`config.mk`:
```
export PLATFORM = sky130hd
export DESIGN_NAME = music_command_stream_player_core
export DESIGN_NICKNAME = d
export VERILOG_FILES = /design/src/hdl/mcsp_pkg.sv /design/src/hdl/mcsp_step.sv /design/src/hdl/mcsp_rsp_reg.sv /design/src/hdl/music_command_stream_player_core.sv
export SDC_FILE = /design/constraint.sdc
export NUM_CORES = 1
export LEC_CHECK = 0
export BUFFER_PORTS_ARGS = -buffer_cell sky130_fd_sc_hd__buf_4
export CORE_MARGIN = 2
export CORE_UTILIZATION = 50
export DETAILED_ROUTE_END_ITERATION = 12
export PLACE_DENSITY_LB_ADDON = 0.08
export SLEW_MARGIN = 15
export SYNTH_ARGS = -nofsm -noshare
export SYNTH_HDL_FRONTEND = slang
export SYNTH_SLANG_ARGS = --single-unit
```
`constraint.sdc`:
```
create_clock -name clock -period 2.8 [get_ports clock]
set_input_delay 0 -clock clock [delete_from_list [all_inputs] [get_ports clock]]
set_output_delay 0 -clock clock [all_outputs]
set_load 0.01 [all_outputs]
```
`src/hdl/mcsp_pkg.sv`:
```
// Types and constants of the music command stream player.
`timescale 1ns / 1ps
`default_nettype none
package mcsp_pkg;

   typedef enum logic [1:0] {
      CMD_TICK  = 2'd0,
      CMD_BYTE  = 2'd1,
      CMD_START = 2'd2,
      CMD_STOP  = 2'd3
   } cmd_type;

   typedef enum logic [2:0] {
      EV_NONE    = 3'd0,
      EV_PSG     = 3'd1,
      EV_FM      = 3'd2,
      EV_SEEK    = 3'd3,
      EV_END     = 3'd4,
      EV_REFUSED = 3'd5
   } event_type;

   typedef enum logic [2:0] {
      PH_CMD      = 3'd0,
      PH_PSG_DATA = 3'd1,
      PH_FM_ADDR  = 3'd2,
      PH_FM_DATA  = 3'd3,
      PH_EXT_LEN  = 3'd4,
      PH_SKIP     = 3'd5
   } phase_type;

   localparam logic [1:0] CSR_LOOP_POINT = 2'd0;
   localparam logic [1:0] CSR_FM_ENABLE  = 2'd1;
   localparam logic [1:0] CSR_PSG_ENABLE = 2'd2;

   localparam logic [7:0] OP_EXTENSION = 8'h40;
   localparam logic [7:0] OP_END       = 8'h80;
   localparam logic [7:0] LOOPS_FOREVER = 8'hFF;

   typedef struct packed {
      cmd_type    command;
      logic [7:0] stream_byte;
      logic [7:0] repeat_count;
      logic       repeat_forever;
   } item_type;

   typedef struct packed {
      logic [23:0] loop_point;
      logic        fm_enable;
      logic        psg_enable;
   } cfg_type;

   typedef struct packed {
      logic       play_active;
      logic [6:0] delay_left;
      logic [7:0] loops_left;
      logic       loop_forever;
      phase_type  phase;
      logic [5:0] pairs_left;
      logic [5:0] skip_left;
      logic [7:0] held_address;
   } state_type;

   typedef struct packed {
      event_type   event_kind;
      logic [7:0]  reg_address;
      logic [7:0]  reg_data;
      logic [23:0] seek_offset;
      logic        playing;
      logic        wants_bytes;
   } rsp_type;

endpackage
`default_nettype wire

```
`src/hdl/mcsp_step.sv`:
```
// Combinational step: parser phase, player state update and result of one item.
`timescale 1ns / 1ps
`default_nettype none
module mcsp_step (
   input  mcsp_pkg::item_type  item,
   input  mcsp_pkg::cfg_type   cfg,
   input  mcsp_pkg::state_type st,
   output mcsp_pkg::state_type st_next,
   output mcsp_pkg::rsp_type   rsp
);
   import mcsp_pkg::*;

   logic       byte_taken;
   phase_type  phase_next;
   logic [7:0] b;
   logic [7:0] loops_dec;

   assign b          = item.stream_byte;
   assign byte_taken = (item.command == CMD_BYTE) && st.play_active && (st.delay_left == 7'd0);
   assign loops_dec  = st.loops_left - 8'd1;

   // next parser phase
   always_comb begin
      phase_next = st.phase;
      if (item.command == CMD_START) begin
         phase_next = PH_CMD;
      end else if (byte_taken) begin
         unique case (st.phase)
            PH_PSG_DATA: phase_next = PH_CMD;
            PH_FM_ADDR:  phase_next = PH_FM_DATA;
            PH_FM_DATA:  phase_next = (st.pairs_left == 6'd1) ? PH_CMD : PH_FM_ADDR;
            PH_EXT_LEN:  phase_next = (b[5:0] != 6'd0) ? PH_SKIP : PH_CMD;
            PH_SKIP:     phase_next = (st.skip_left == 6'd1) ? PH_CMD : PH_SKIP;
            default: begin
               if (b[7:6] == 2'b00) begin
                  phase_next = PH_PSG_DATA;
               end else if (b == OP_EXTENSION) begin
                  phase_next = PH_EXT_LEN;
               end else if (b[7:6] == 2'b01) begin
                  phase_next = (b[5:0] != 6'd0) ? PH_FM_ADDR : PH_CMD;
               end else begin
                  phase_next = PH_CMD;
               end
            end
         endcase
      end
   end

   // counters, result fields
   always_comb begin
      st_next         = st;
      rsp             = '0;
      rsp.event_kind  = EV_NONE;
      unique case (item.command)
         CMD_TICK: begin
            if (st.play_active && (st.delay_left != 7'd0)) begin
               st_next.delay_left = st.delay_left - 7'd1;
            end
         end
         CMD_BYTE: begin
            if (!byte_taken) begin
               rsp.event_kind = EV_REFUSED;
            end else begin
               unique case (st.phase)
                  PH_PSG_DATA: begin
                     if (cfg.psg_enable) begin
                        rsp.event_kind  = EV_PSG;
                        rsp.reg_address = st.held_address;
                        rsp.reg_data    = b;
                     end
                  end
                  PH_FM_ADDR: st_next.held_address = b;
                  PH_FM_DATA: begin
                     if (cfg.fm_enable) begin
                        rsp.event_kind  = EV_FM;
                        rsp.reg_address = st.held_address;
                        rsp.reg_data    = b;
                     end
                     st_next.pairs_left = st.pairs_left - 6'd1;
                  end
                  PH_EXT_LEN: st_next.skip_left = b[5:0];
                  PH_SKIP:    st_next.skip_left = st.skip_left - 6'd1;
                  default: begin
                     if (b[7:6] == 2'b00) begin
                        st_next.held_address = {2'b00, b[5:0]};
                     end else if (b == OP_EXTENSION) begin
                        st_next.held_address = st.held_address;
                     end else if (b[7:6] == 2'b01) begin
                        st_next.pairs_left = b[5:0];
                     end else if (b == OP_END) begin
                        if ((st.loops_left != 8'd0) && (cfg.loop_point != 24'd0)) begin
                           rsp.event_kind  = EV_SEEK;
                           rsp.seek_offset = cfg.loop_point;
                           st_next.loops_left = (st.loop_forever && (loops_dec == 8'd0)) ?
                                                LOOPS_FOREVER : loops_dec;
                        end else begin
                           rsp.event_kind      = EV_END;
                           st_next.play_active = 1'b0;
                           st_next.delay_left  = 7'd0;
                        end
                     end else begin
                        st_next.delay_left = b[6:0];
                     end
                  end
               endcase
            end
         end
         CMD_START: begin
            st_next.delay_left   = 7'd1;
            st_next.play_active  = 1'b1;
            st_next.loop_forever = item.repeat_forever;
            st_next.loops_left   = item.repeat_forever ? LOOPS_FOREVER : item.repeat_count;
            st_next.pairs_left   = 6'd0;
            st_next.skip_left    = 6'd0;
         end
         default: st_next.play_active = 1'b0;
      endcase
      st_next.phase   = phase_next;
      rsp.playing     = st_next.play_active;
      rsp.wants_bytes = st_next.play_active && (st_next.delay_left == 7'd0);
   end

endmodule
`default_nettype wire

```
`src/hdl/mcsp_rsp_reg.sv`:
```
// Result register with valid flag; frees itself when the consumer takes the transfer.
`timescale 1ns / 1ps
`default_nettype none
module mcsp_rsp_reg (
   input  logic              clock,
   input  logic              reset,
   input  logic              load,
   input  mcsp_pkg::rsp_type rsp_next,
   input  logic              rsp_ready,
   output logic              rsp_valid,
   output mcsp_pkg::rsp_type rsp,
   output logic              free
);
   import mcsp_pkg::*;

   logic    valid_ff;
   logic    valid_in;
   rsp_type data_ff;
   rsp_type data_in;

   assign free     = !valid_ff || rsp_ready;
   assign valid_in = load || (valid_ff && !rsp_ready);
   assign data_in  = load ? rsp_next : data_ff;

   always_ff @(posedge clock) begin
      if (reset) begin
         valid_ff <= 1'b0;
      end else begin
         valid_ff <= valid_in;
      end
   end

   always_ff @(posedge clock) begin
      data_ff <= data_in;
   end

   assign rsp_valid = valid_ff;
   assign rsp       = data_ff;

endmodule
`default_nettype wire

```
`src/hdl/music_command_stream_player_core.sv`:
```
// Top level of the music command stream player core.
// Takes one item per clock while the result consumer does not stall: an
// accepted item is parsed from the input register after its transfer and,
// once the result register is free, applied to the player state at the
// edge where its single result is registered. Both register stages hold
// while the result consumer stalls. Configuration writes take effect at once
// and are meant for idle periods only.
`timescale 1ns / 1ps
`default_nettype none
module music_command_stream_player_core (
   input  logic        clock,
   input  logic        reset,
   input  logic        req_valid,
   output logic        req_ready,
   input  logic [1:0]  req_command,
   input  logic [7:0]  req_stream_byte,
   input  logic [7:0]  req_repeat_count,
   input  logic        req_repeat_forever,
   output logic        rsp_valid,
   input  logic        rsp_ready,
   output logic [2:0]  rsp_event_kind,
   output logic [7:0]  rsp_reg_address,
   output logic [7:0]  rsp_reg_data,
   output logic [23:0] rsp_seek_offset,
   output logic        rsp_playing,
   output logic        rsp_wants_bytes,
   input  logic        csr_write_enable,
   input  logic [1:0]  csr_index,
   input  logic [23:0] csr_write_data
);
   import mcsp_pkg::*;

   logic      in_valid_ff;
   logic      in_valid_in;
   item_type  item_ff;
   item_type  item_in;
   cfg_type   cfg_ff;
   cfg_type   cfg_in;
   state_type state_ff;
   state_type state_in;
   state_type state_next;
   rsp_type   rsp_next;
   rsp_type   rsp_q;
   logic      out_free;
   logic      advance;
   logic      req_transfer;

   assign advance      = in_valid_ff && out_free;
   assign req_ready    = !in_valid_ff || advance;
   assign req_transfer = req_valid && req_ready;
   assign in_valid_in  = req_transfer || (in_valid_ff && !advance);
   assign item_in      = req_transfer ?
                         item_type'{command:        cmd_type'(req_command),
                                    stream_byte:    req_stream_byte,
                                    repeat_count:   req_repeat_count,
                                    repeat_forever: req_repeat_forever} : item_ff;
   assign state_in     = advance ? state_next : state_ff;

   always_comb begin
      cfg_in = cfg_ff;
      if (csr_write_enable) begin
         unique case (csr_index)
            CSR_LOOP_POINT: cfg_in.loop_point = csr_write_data;
            CSR_FM_ENABLE:  cfg_in.fm_enable  = csr_write_data[0];
            CSR_PSG_ENABLE: cfg_in.psg_enable = csr_write_data[0];
            default:        cfg_in = cfg_ff;
         endcase
      end
   end

   always_ff @(posedge clock) begin
      if (reset) begin
         in_valid_ff <= 1'b0;
         cfg_ff      <= '0;
         state_ff    <= '{play_active: 1'b0, delay_left: 7'd0, loops_left: 8'd0,
                          loop_forever: 1'b0, phase: PH_CMD, pairs_left: 6'd0,
                          skip_left: 6'd0, held_address: 8'd0};
      end else begin
         in_valid_ff <= in_valid_in;
         cfg_ff      <= cfg_in;
         state_ff    <= state_in;
      end
   end

   always_ff @(posedge clock) begin
      item_ff <= item_in;
   end

   mcsp_step u_step (
      .item    (item_ff),
      .cfg     (cfg_ff),
      .st      (state_ff),
      .st_next (state_next),
      .rsp     (rsp_next)
   );

   mcsp_rsp_reg u_rsp_reg (
      .clock     (clock),
      .reset     (reset),
      .load      (advance),
      .rsp_next  (rsp_next),
      .rsp_ready (rsp_ready),
      .rsp_valid (rsp_valid),
      .rsp       (rsp_q),
      .free      (out_free)
   );

   assign rsp_event_kind  = rsp_q.event_kind;
   assign rsp_reg_address = rsp_q.reg_address;
   assign rsp_reg_data    = rsp_q.reg_data;
   assign rsp_seek_offset = rsp_q.seek_offset;
   assign rsp_playing     = rsp_q.playing;
   assign rsp_wants_bytes = rsp_q.wants_bytes;

endmodule
`default_nettype wire

```
---- After elaboration in Yosys (flattened, before gate mapping) ----
Index checks and enable logic that the tools add are counted.
cells by class
  $add $sub $neg .......................... 4
  multiply operators ...................... 0
  div/mod/pow operators ................... 0
  magnitude comparators ................... 0
  eq/ne operators ......................... 26
  shift operators ......................... 0
  muxes and demuxes ....................... 45
  bitwise operators ....................... 5
  reductions and logical operators ........ 46
operators with widths
  cell                                                 number
  2-to-1 mux 16 bit                                    5
  2-to-1 mux 8 bit                                     6
  2-to-1 mux 3 bit                                     13
  one-hot mux 16 bit (2 select lines)                  1
  one-hot mux 8 bit (2 select lines)                   2
  one-hot mux 12 bit (2 select lines)                  1
  one-hot mux 6 bit (2 select lines)                   2
  nonzero test 24 bit                                  1
  one-hot mux 7 bit (3 select lines)                   1
  2-to-1 mux 20 bit                                    1
  2-to-1 mux 18 bit                                    1
  2-to-1 mux 6 bit                                     3
  2-to-1 mux 17 bit                                    1
  one-hot mux 3 bit (5 select lines)                   1
  logical NOT 7 bit                                    2
  2-to-1 mux 7 bit                                     2
  inequality test 2 bit, second input constant         7
  equality test 6 x 1 -> 1 bit, second input constant  2
  inequality test 3 bit, second input constant         4
  AND reduction 2 bit                                  6
  OR reduction 12 bit                                  1
  subtractor 6 x 1 -> 6 bit, second input constant     2
  logical AND 1 bit                                    10
  one-hot mux 3 bit (3 select lines)                   1
  other kinds (29)                                     50
word-level totals
  register bits ........................... 132
  bits in latches ......................... 0
  bits in writable memories ............... 0
  memory bits (read-only) ................. 0
  output and inout bits ................... 47
  logic and storage cells ................. 150
  memories kept ........................... 0

---- Longest topological paths before layout ----
  word-level depth ........................ 14
  gate-level depth with buffers ........... 10

---- By module ----
Synthesis repeated with hierarchy kept, for this count alone.
second synthesis, totals
  cells, all modules ...................... 773
  area, all modules ....................... 7405.9 um2
by module, submodules not included
  module                            times used  cells an instance  area each (um2)  sequential area each (um2)
  music_command_stream_player_core  1           321                3560.9           1911.8
  mcsp_step                         1           403                2447.3           0.0
  mcsp_rsp_reg                      1           49                 1397.6           1371.3

---- Worst setup path after synthesis ----
Ideal clock, no wire load.
  path type ............................... register to register
  start point ............................. register u_rsp_reg.valid_ff (netlist: u_rsp_reg.rsp_valid)
  end point ............................... register state_ff[20] in the netlist's numbering
  setup time .............................. 71 ps
  arrival time ............................ 2564 ps
  path slack .............................. 165 ps
  cell stages (with the launch flop) ...... 7
  path buffers ............................ 1
  clock period less this slack ............ 2635 ps
  cell sequence ........................... dfxtp_1 nand2b_1 nand2_1 inv_1 clkbuf_1 o2111ai_1 a21oi_1
on the way
  cells in the longest elaborated chain, start to end .. 4
ends and longest elaborated chain
  element                        line                                    source
  start: declaration             mcsp_rsp_reg.sv:16                      logic valid_ff;
  start signal: assignment       mcsp_rsp_reg.sv:29                      valid_ff <= valid_in;
  logical NOT 1 bit              mcsp_rsp_reg.sv:21                      assign free = !valid_ff || rsp_ready;
  logical OR 1 bit               mcsp_rsp_reg.sv:21
  logical AND 1 bit              music_command_stream_player_core.sv:48  assign advance = in_valid_ff && out_free;
  named net advance              music_command_stream_player_core.sv:45  logic advance;
  AND reduction 2 bit (no line)  n/a
  end signal: assignment         music_command_stream_player_core.sv:75  state_ff <= '{play_active: 1'b0, delay_left: 7'd0, loops_left: 8'd0,
  end signal: assignment         music_command_stream_player_core.sv:81  state_ff <= state_in;
  end: declaration               music_command_stream_player_core.sv:39  state_type state_ff;
The timed path passes the listed nets, and every way through them passes these cells.
A chain may end at the register's enable or synchronous reset.

==> impl_metrics.json <==
{
  "status": "finished clean",
  "core.rowCount": 40,
  "antenna_found_initial": 0,
  "cts_tree": "built",
  "root_buffer": "clkbuf_16",
  "die_h_um": 116,
  "grt_pass1_wl_um": 25500,
  "clkSlewWorstSetupHoldPaths_ps": 60,
  "final_antenna_net_count": 0,
  "cp_slowest_stage_delay_ps": 510,
  "diodes": 0,
  "gp_congestion": 0.958,
  "rsz0062_at_grt": "no",
  "hold_viol_final": 0,
  "holdCritPathClass": "input pin to flop",
  "synth_edf_count": 64,
  "powerDensity_mw_per_mm2": 563,
  "synth_area_leaders": "edfxtp_1 31%, dfxtp_1 22%, nand2_1 5.2%, a21oi_1 4.8%, and2_1 4.2%",
  "ys.flop_type": "dfxtp_1",
  "n_fill_cell": 966,
  "grt_pass1_vias": 5241,
  "min_delay_path_depth": 4,
  "netlist-cell-type-count": 72,
  "place_ws_ps": 113,
  "postSynth.asyncResetShare": 0,
  "htreeDepth": 4,
  "grtUsageMet3": 0.0592,
  "path_cells": "inv_1, ha_1, or4b_4, a2111oi_4, mux2_1, a31oi_1, o2111ai_1, nor4_2",
  "synth_most_common_cell": "nand2_1",
  "vdd_drop_max_mv": 0.367,
  "syn_nets": 705,
  "final-max-slew-violation-count": 0,
  "clock_latency_ps": 410,
  "path_delay_family": "simple AND/OR/NAND/NOR gates",
  "initial_utilization": 0.517,
  "cp_max_fo": 7,
  "grt_use_met2": 0.407,
  "required_ps": 3040,
  "yosys-top-cells-count": "88 x nand2_1, 68 x dfxtp_1, 64 x edfxtp_1, 60 x a21oi_1, 48 x nor2_1",
  "cts_sinks": 132,
  "fin_nets": 861,
  "met1_usage": 0.317,
  "tightestPinTransition_ps": 900,
  "drive_gt1_frac": 0.218,
  "core-area_mm2": 0.0122,
  "syn_area_mm2": 0.00629,
  "cap_violations": 0,
  "clock_path_buffers": 2,
  "crit_type": "flop to flop",
  "path_depth": 8,
  "yosysWarnings": 0,
  "io_pins": 97,
  "cp.buffers_inverters": 1,
  "worst_path_max_delay_cell": "or4b_4",
  "min_period_ps": 2660,
  "via_per_inst": 5.53,
  "chipWidth_um": 116,
  "ys_seq_area_frac": 0.522,
  "hpwlAfterDp_um": 10700,
  "ys_seq_elements": 132,
  "track_usage": 0.246,
  "io_buffers": 96,
  "die_area_mm2": 0.0135,
  "finClkSkew_ps": 9.38,
  "worst_ep_arrival_time_ps": 2900,
  "overflow": 0,
  "setup_tns_ps": 0,
  "grt_max_degree": 41,
  "synth_cells": 643,
  "vias": 5424,
  "end_kind": "flop",
  "numCtsBuffers": 17,
  "areaGrowthSynthToFinish_pct": 32.1,
  "wl_um": 16100,
  "setup_viol": 0,
  "wl_per_cell_um": 16.4,
  "drc_errors": 0,
  "fmax_mhz": 376,
  "firstDrtPassIters": 6,
  "reg2regPathDepth": 8,
  "setup_ws_ps": 142,
  "synth_top_area_frac": 0.305,
  "grt_busiest_layer": "met2",
  "slew_headroom": 0.400,
  "drt_iter0_markers": 524,
  "fin_crit_sh": 0.949,
  "avgSynthCellArea_um2": 9.79,
  "yosys.area.top_type": "edfxtp_1",
  "crit_path_start_kind": "flop",
  "leakagePower_nw": 3.19
}
[power by group]
group	total [mW]	internal, mW	switching (mW)	leakage, nW
Combinational	0.492	0.231	0.261	1.77
Sequential	2.14	2.09	0.0466	1.17
Clock	2.04	1.24	0.802	0.260
[metal layers]
metal / wire length [µm] / up-vias
met5: 0 / -
met4: 286 / 0
met3: 939 / 33
met2: 7670 / 195
met1: 7220 / 2541
li1: - / 2655
[repair_timing]
action / in CTS / in global routing
hold buffers: 46 / 0
setup endpoints to repair: 0 / 2
buffers inserted: 0 / 1
endpoints found under the hold margin: 47 / 0
resized for setup: 0 / 4
[registers in the layout (all words and copies together) (netlist names)]
| signal | count |
|---|---|
| item_ff | 19 |
| state_ff | 40 |
| u_rsp_reg.rsp_valid | 1 |
| u_rsp_reg.rsp | 45 |
| in_valid_ff | 1 |
| cfg_ff | 26 |
[cell families after synthesis]
| group | share of synthesized area |
|---|---|
| xor+xnor | 0.00974 |
| flops | 0.522 |
| compound gates | 0.160 |
| mux | 0.0145 |
| simple gates | 0.235 |
| buf+inv | 0.0354 |
| fa+ha+maj | 0.0239 |
[cell type report]
class | count | area [µm²] | share of cell area
clock inverter | 8 | 77.6 | 0.00933
clock buffer | 24 | 462 | 0.0555
inverter | 22 | 82.6 | 0.00993
timing repair buffer | 170 | 1390 | 0.167
sequential | 132 | 3280 | 0.395
tap | 168 | 210 | 0.0253
multi-input combinational | 456 | 2810 | 0.337
[per-stage QoR]
step | std cells | power, mW | util | instance area [µm²] | hold WS [ps]
5_1_grt | 980 | 4.84 | 0.684 | 8310 | 22.2
3_3_place_gp | 901 | 2.61 | 0.600 | 7290 | 179
2_1_floorplan | 643 | 2.41 | - | 6290 | 98.9
6_report | 980 | 4.68 | 0.684 | 8310 | 21.6
3_5_place_dp | 901 | 2.61 | 0.600 | 7290 | 179
4_1_cts | 979 | 4.69 | 0.682 | 8290 | 3.60
[cells in the final DEF, fill, tap and decap left out, types with 13 or more instances in the layout]
cell,Yosys,routed
nor2_1,48,48
nor3_1,18,18
and2_1,42,42
buf_4,1,124
nand3_1,13,13
dlygate4sd3_1,0,46
dfxtp_1,68,67
edfxtp_1,64,64
nand2_1,88,88
a21oi_1,60,60
o21ai_0,23,23
clkbuf_16,0,17
inv_1,22,20
[final timing paths]
kind,from,endpoint,slack [ps]
setup reg to reg,state_ff[33]$_SDFFE_PP0P_,u_rsp_reg.rsp[0]$_DFFE_PP_,140
hold reg to reg,cfg_ff[23]$_SDFFE_PP0P_,cfg_ff[23]$_SDFFE_PP0P_,460
hold / removal,csr_write_enable,cfg_ff[0]$_SDFFE_PP0P_,20
setup / recovery,state_ff[33]$_SDFFE_PP0P_,u_rsp_reg.rsp[0]$_DFFE_PP_,140
[worst reg2reg max path, stage by stage (launching register included)]
cell and delay [ps]:
dfxtp_1 360, inv_1 110, ha_1 180, or4b_4 510, a2111oi_4 370, mux2_1 350, a31oi_1 190, o2111ai_1 140
nor4_2 260
No activity file was read; power rests on OpenSTA's default activity.
